### config.mk
export PLATFORM = sky130hd
export DESIGN_NAME = ilom_ctrl
export DESIGN_NICKNAME = d
export VERILOG_FILES = /design/src/hw/rtl/ilom_pkg.sv /design/src/hw/rtl/ilom_ctrl.sv
export SDC_FILE = /design/constraint.sdc
export NUM_CORES = 1
export LEC_CHECK = 0
export BUFFER_PORTS_ARGS = -buffer_cell sky130_fd_sc_hd__buf_2
export CAP_MARGIN = 15
export CORE_AREA = 4 4 41 43
export DETAILED_ROUTE_END_ITERATION = 8
export DIE_AREA = 0 0 45 47
export MAX_ROUTING_LAYER = met4
export PLACE_DENSITY = 0.4
export SLEW_MARGIN = 20
export SYNTH_ARGS = -nofsm -noshare
export SYNTH_HDL_FRONTEND = slang
export SYNTH_SLANG_ARGS = --single-unit
### constraint.sdc
create_clock -name i_clk -period 1.25 [get_ports i_clk]
set_clock_uncertainty 0.05 [all_clocks]
set_input_delay 0.125 -clock i_clk [delete_from_list [all_inputs] [get_ports i_clk]]
set_output_delay 0.125 -clock i_clk [all_outputs]
set_load 0.1 [all_outputs]
### src/hw/rtl/ilom_pkg.sv
// shared types and codes for the interval list outline merge block
// no dependencies; imported by ilom_ctrl, ilom_dpath and the top level
`default_nettype none

package ilom_pkg;

    localparam int FIELD_BITS = 16;

    typedef enum logic [1:0] {
        OP_LOAD_PREV = 2'd0,
        OP_LOAD_CUR  = 2'd1,
        OP_RUN       = 2'd2
    } t_opcode;

    typedef enum logic [1:0] {
        ST_IDLE,
        ST_INIT,
        ST_STEP
    } t_state;

    // controller to datapath
    typedef struct packed {
        logic wr_span;   // store a loaded span
        logic emit_err;  // reject a load
        logic start;     // latch run context
        logic init;      // take first span of each list
        logic step;      // one merge step, or the empty-run result
    } t_dp_cmd;

    // datapath to controller
    typedef struct packed {
        logic load_ok;
        logic run_ok;
        logic out_free;
        logic finish;
    } t_dp_status;

endpackage

`default_nettype wire

### src/hw/rtl/ilom_ctrl.sv
// controller state machine: input handshake, opcode decode, run sequencing
// depends on ilom_pkg
`default_nettype none

module ilom_ctrl
    import ilom_pkg::*;
(
    input  wire logic       i_clk,
    input  wire logic       i_rst_n,
    input  wire logic       i_in_valid,
    output logic            o_in_stall,
    input  wire logic [1:0] i_opcode,
    input  wire logic       i_flush_only,
    input  wire t_dp_status i_status,
    output t_dp_cmd         o_cmd
);

    t_state r_state;
    t_state n_state;

    always_ff @(posedge i_clk) begin
        if (!i_rst_n) begin
            r_state <= ST_IDLE;
        end else begin
            r_state <= n_state;
        end
    end

    always_comb begin
        n_state    = r_state;
        o_cmd      = '0;
        o_in_stall = 1'b1;
        case (r_state)
            ST_IDLE: begin
                o_in_stall = !i_status.out_free;
                if (i_in_valid && i_status.out_free) begin
                    case (t_opcode'(i_opcode))
                        OP_LOAD_PREV, OP_LOAD_CUR: begin
                            if (i_status.load_ok) begin
                                o_cmd.wr_span = 1'b1;
                            end else begin
                                o_cmd.emit_err = 1'b1;
                            end
                        end
                        OP_RUN: begin
                            if (!i_flush_only && i_status.run_ok) begin
                                o_cmd.start = 1'b1;
                                n_state     = ST_INIT;
                            end
                        end
                        default: ;
                    endcase
                end
            end
            ST_INIT: begin
                o_cmd.init = 1'b1;
                n_state    = ST_STEP;
            end
            ST_STEP: begin
                if (i_status.out_free) begin
                    o_cmd.step = 1'b1;
                    if (i_status.finish) begin
                        n_state = ST_IDLE;
                    end
                end
            end
            default: n_state = ST_IDLE;
        endcase
    end

endmodule

`default_nettype wire

==> run_results.csv <==
group,metric,value,unit
floorplanning,total_i_o_pin_count,16,
logic_synthesis,synthDominantAreaCellType,"dfxtp_1",
sta,setup_violation_total_in_the_final_timing_report,3,
clock_network,cts_bufs_inserted,3,
logic_synthesis,postSynthAreaPerCell,7.654,um2
sta,worst_slack,-0.1452,ns
sta,relSlewSlack,81.59,%
power,pwr_density_cell,768.6,mW/mm2
drt,routed_wire_length_per_instance,9.959,um
critical_path,reg2reg_slack,0.26,ns
cells_and_area,layout.nets,46,
hold_path,min-delay-start,"i_rst_n",
power,combPwrFrac,29.3,%
critical_path,worst-path-max-fanout,3,
power,p_leak,0.1670,nW
cells_and_area,areaGrowthSynthToFinish,194.2,%
cells_and_area,design_area,382.9,um2
critical_path,cp_data_arrival_time,1.22,ns
critical_path,path_buf_inv,1,
hold_path,cell_count_of_the_worst_hold_path,2,
power,p_switching,0.08974,mW
floorplanning,placeableCoreArea,0.001301,mm2
logic_synthesis,synth.mux.area_fraction,0,%
clock_network,clock_sinks,2,
job,drv.max_cap_violation_count,0,
logic_synthesis,simple_gate_fraction_of_synth_area,50.96,%
logic_synthesis,area_fraction_in_compound_gates_after_synthesis,9.615,%
drt,detailedRoute.firstIterationViolations,0,
sta,whs,0.06565,ns
power,max-vdd-ir-drop,219.4,uV
logic_synthesis,synth.top_cell.area_share,30.77,%
place,worst_slack_at_placement,0.07753,ns
power,clock_power_share,48.5,%
drt,final_wirelength,488,um
logic_synthesis,part_of_the_yosys_area_used_for_sequential_elements,30.77,%
sta,slew_viol_final,0,
logic_synthesis,postSynthRegisterBits,2,
sta,final_period_minus_worst_setup_slack,1.395,ns
grt,first_global_vias,197,
power,power.switching_fraction,30.50,%
place,portBuffers,15,
clock_network,cts-htree-levels,1,
critical_path,critical_path.reg2reg.startpoint,"r_state[0]",
status,failed_checks,"setup timing",
floorplanning,die_area,0.002115,mm2
status,status,"complete, but fails checks",
drt,route.detailed.vias_per_inst,3.939,
grt,grt_antenna_before_repair,0,
critical_path,worst-endpoint-required,1.08,ns
logic_synthesis,yosys_warnings,0,
sta,grt_setup_unrepaired,"yes",
logic_synthesis,synth_xor_area_share,0,%
logic_synthesis,synth.lib_cells_used.distinct,15,
place,gpl.final_weighted_congestion,0.6325,
clock_network,clk_pin_slew,0.03,ns
grt,overflow,0,
critical_path,critical_path_class,"flip-flop to primary output",
cells_and_area,largestRegisters,"r_state (2)",
floorplanning,die_height,47,um
logic_synthesis,synth-adder-area-share,0,%
logic_synthesis,dominant_combinational_cell_family_by_area_after_synthesis,"simple AND/OR/NAND/NOR gates",
sta,final_hold_viol_count,0,
logic_synthesis,synthesis.nets,27,
cells_and_area,num_antenna_cells,0,
clock_network,cts-root-buf,"clkbuf_4",
critical_path,worst_reg2reg_path_length_in_cells,3,
critical_path,setup.worst_path.start_class,"flip-flop",
grt,grt_start_max_net_pins,6,
clock_network,clock_latency,0.22,ns
cells_and_area,registers.top_by_ff_count,"r_state",
floorplanning,die_width,45,um
hold_path,hold_path_sink,"r_state[1]",
sta,final_total_negative_setup_slack,-0.3076,ns
critical_path,crit_path_cell_chain,"nor2_4 > nand3_4 > nor3b_4 > buf_12",
critical_path,critPathCaptureType,"primary output",
hold_path,worst_hold_path_type,"input pin to flip-flop",
logic_synthesis,yosys-top-cells-area,"dfxtp_1 (31%), nor4bb_1 (7.7%), and4_1 (6.7%)",
grt,globalRouteTotalUtil,6.194,%
critical_path,critical_path.slowest_cell,"dfxtp_2",
clock_network,clockBufferDepth,2,
power,power.share.sequential,22.2,%
drt,ant_nets,0,
drt,routed-via-count,193,
drt,drc,0,
grt,grt_first_pass_wirelength,800,um
floorplanning,floorplan.initialDensity,10.00,%
power,cell_internal_pwr,0.2045,mW
critical_path,worst_path_dominant_cell_family,"simple AND/OR/NAND/NOR gates",
critical_path,crit-reg2reg-capture,"r_state[0]",
floorplanning,num_rows,13,
sta,timing_worst_slew_pin_value,0.2757,ns
sta,finalCritPeriodShare,111.6,%
sta,max_freq,716.8,MHz
clock_network,hold_buffer_count_at_cts,0,
clock_network,tritoncts,"built",
logic_synthesis,synth_area,130.1,um2
cells_and_area,layout.core_utilization,29.42,%
logic_synthesis,synthesis.instances,17,
critical_path,critPathMaxStageDelay,0.32,ns
cells_and_area,drive_gt1_share,76.47,%
drt,detailedRoute.firstPassIterationCount,1,
place,placement.cell_area,359.1,um2
cells_and_area,largest_register_ffs,2,
[final cells by class]
class,instances,area [um2]
fillers,146,918.4
flip-flops and latches,2,42.54
multi-input cells,13,130.1
repair buffers,15,165.2
well taps,15,18.77
clock buffers,3,22.52
inverters,1,3.754
[power by group through the flow]
stage	Clock [mW]	Sequential (mW)	Combinational, mW
2_1_floorplan	0	0.0659	0.0455
3_3_place_gp	0	0.0660	0.0863
3_5_place_dp	0	0.0660	0.0871
4_1_cts	0.154	0.0652	0.0873
5_1_grt	0.154	0.0652	0.0912
6_report	0.143	0.0652	0.0862
[cells in the final DEF (no fill, tap or decap)]
master | netlist | final
a21oi_1 | 1 | 1
and2_1 | 1 | 1
and4_2 | 0 | 1
buf_12 | 0 | 6
buf_2 | 0 | 9
clkbuf_4 | 0 | 3
dfxtp_2 | 0 | 2
inv_1 | 1 | 1
nand2_1 | 1 | 1
nand2b_1 | 1 | 1
nand3_4 | 0 | 1
nor2_4 | 0 | 2
nor2b_1 | 1 | 1
nor3_4 | 0 | 1
nor3b_4 | 0 | 1
nor4bb_1 | 1 | 1
o21a_1 | 1 | 1
[logic make-up after synthesis]
family | count (synthesis)
AND/OR/NAND/NOR | 11
flip-flops | 2
AO/OA/AOI/OAI | 2
buffers and inverters | 2
[per-stage QoR]
step / total power [mW] / instances
after detailed placement: 0.1531 / 46
after global routing: 0.3103 / 49
after floorplan: 0.1114 / 17
after global placement: 0.1523 / 46
final: 0.2943 / 49
after CTS: 0.3062 / 49
[worst register-to-register path, cell delays in order (launching register included)]
cell     delay (ns)
dfxtp_2        0.32
nor2_4         0.14
and4_2         0.28
and2_1         0.13
[synthesized netlist by cell type]
| library cell | count |
|---|---|
| nor4bb_1 | 1 |
| nor2b_1 | 1 |
| o21a_1 | 1 |
| and4_1 | 1 |
| dfxtp_1 | 2 |
| and2_1 | 1 |
| inv_1 | 1 |
| nor2_1 | 2 |
| nand2_1 | 1 |
| nand2b_1 | 1 |
| buf_4 | 1 |
| nor3b_1 | 1 |
| nor3_1 | 1 |
| a21oi_1 | 1 |
| nand3_1 | 1 |
[worst max path at each step]
stage                     cells after the start  startpoint  endpoint
after floorplan                               3  r_state[0]  o_cmd[4]
after global placement                        4  r_state[0]  o_cmd[4]
after detailed placement                      4  r_state[1]  o_cmd[4]
after CTS                                     4  r_state[0]  o_cmd[4]
after global routing                          4  r_state[0]  o_cmd[4]
final                                         4  r_state[0]  o_cmd[4]
[layer usage]
layer,up-vias,GRT usage [%],share of wire [%]
li1,92,-,-
met4,0,8.772,3.1
met1,81,4.762,37
met3,2,3.065,18
met2,18,9.040,42
met5,-,-,0
[repair_timing]
item / 4_1_cts / 5_1_grt
buffers inserted: 0 / 0
cloned: 0 / 0
setup endpoints to repair: 3 / 4
gates resized for setup: 1 / 0
pin swaps: 1 / 1
(Power assumes the default switching activity.)
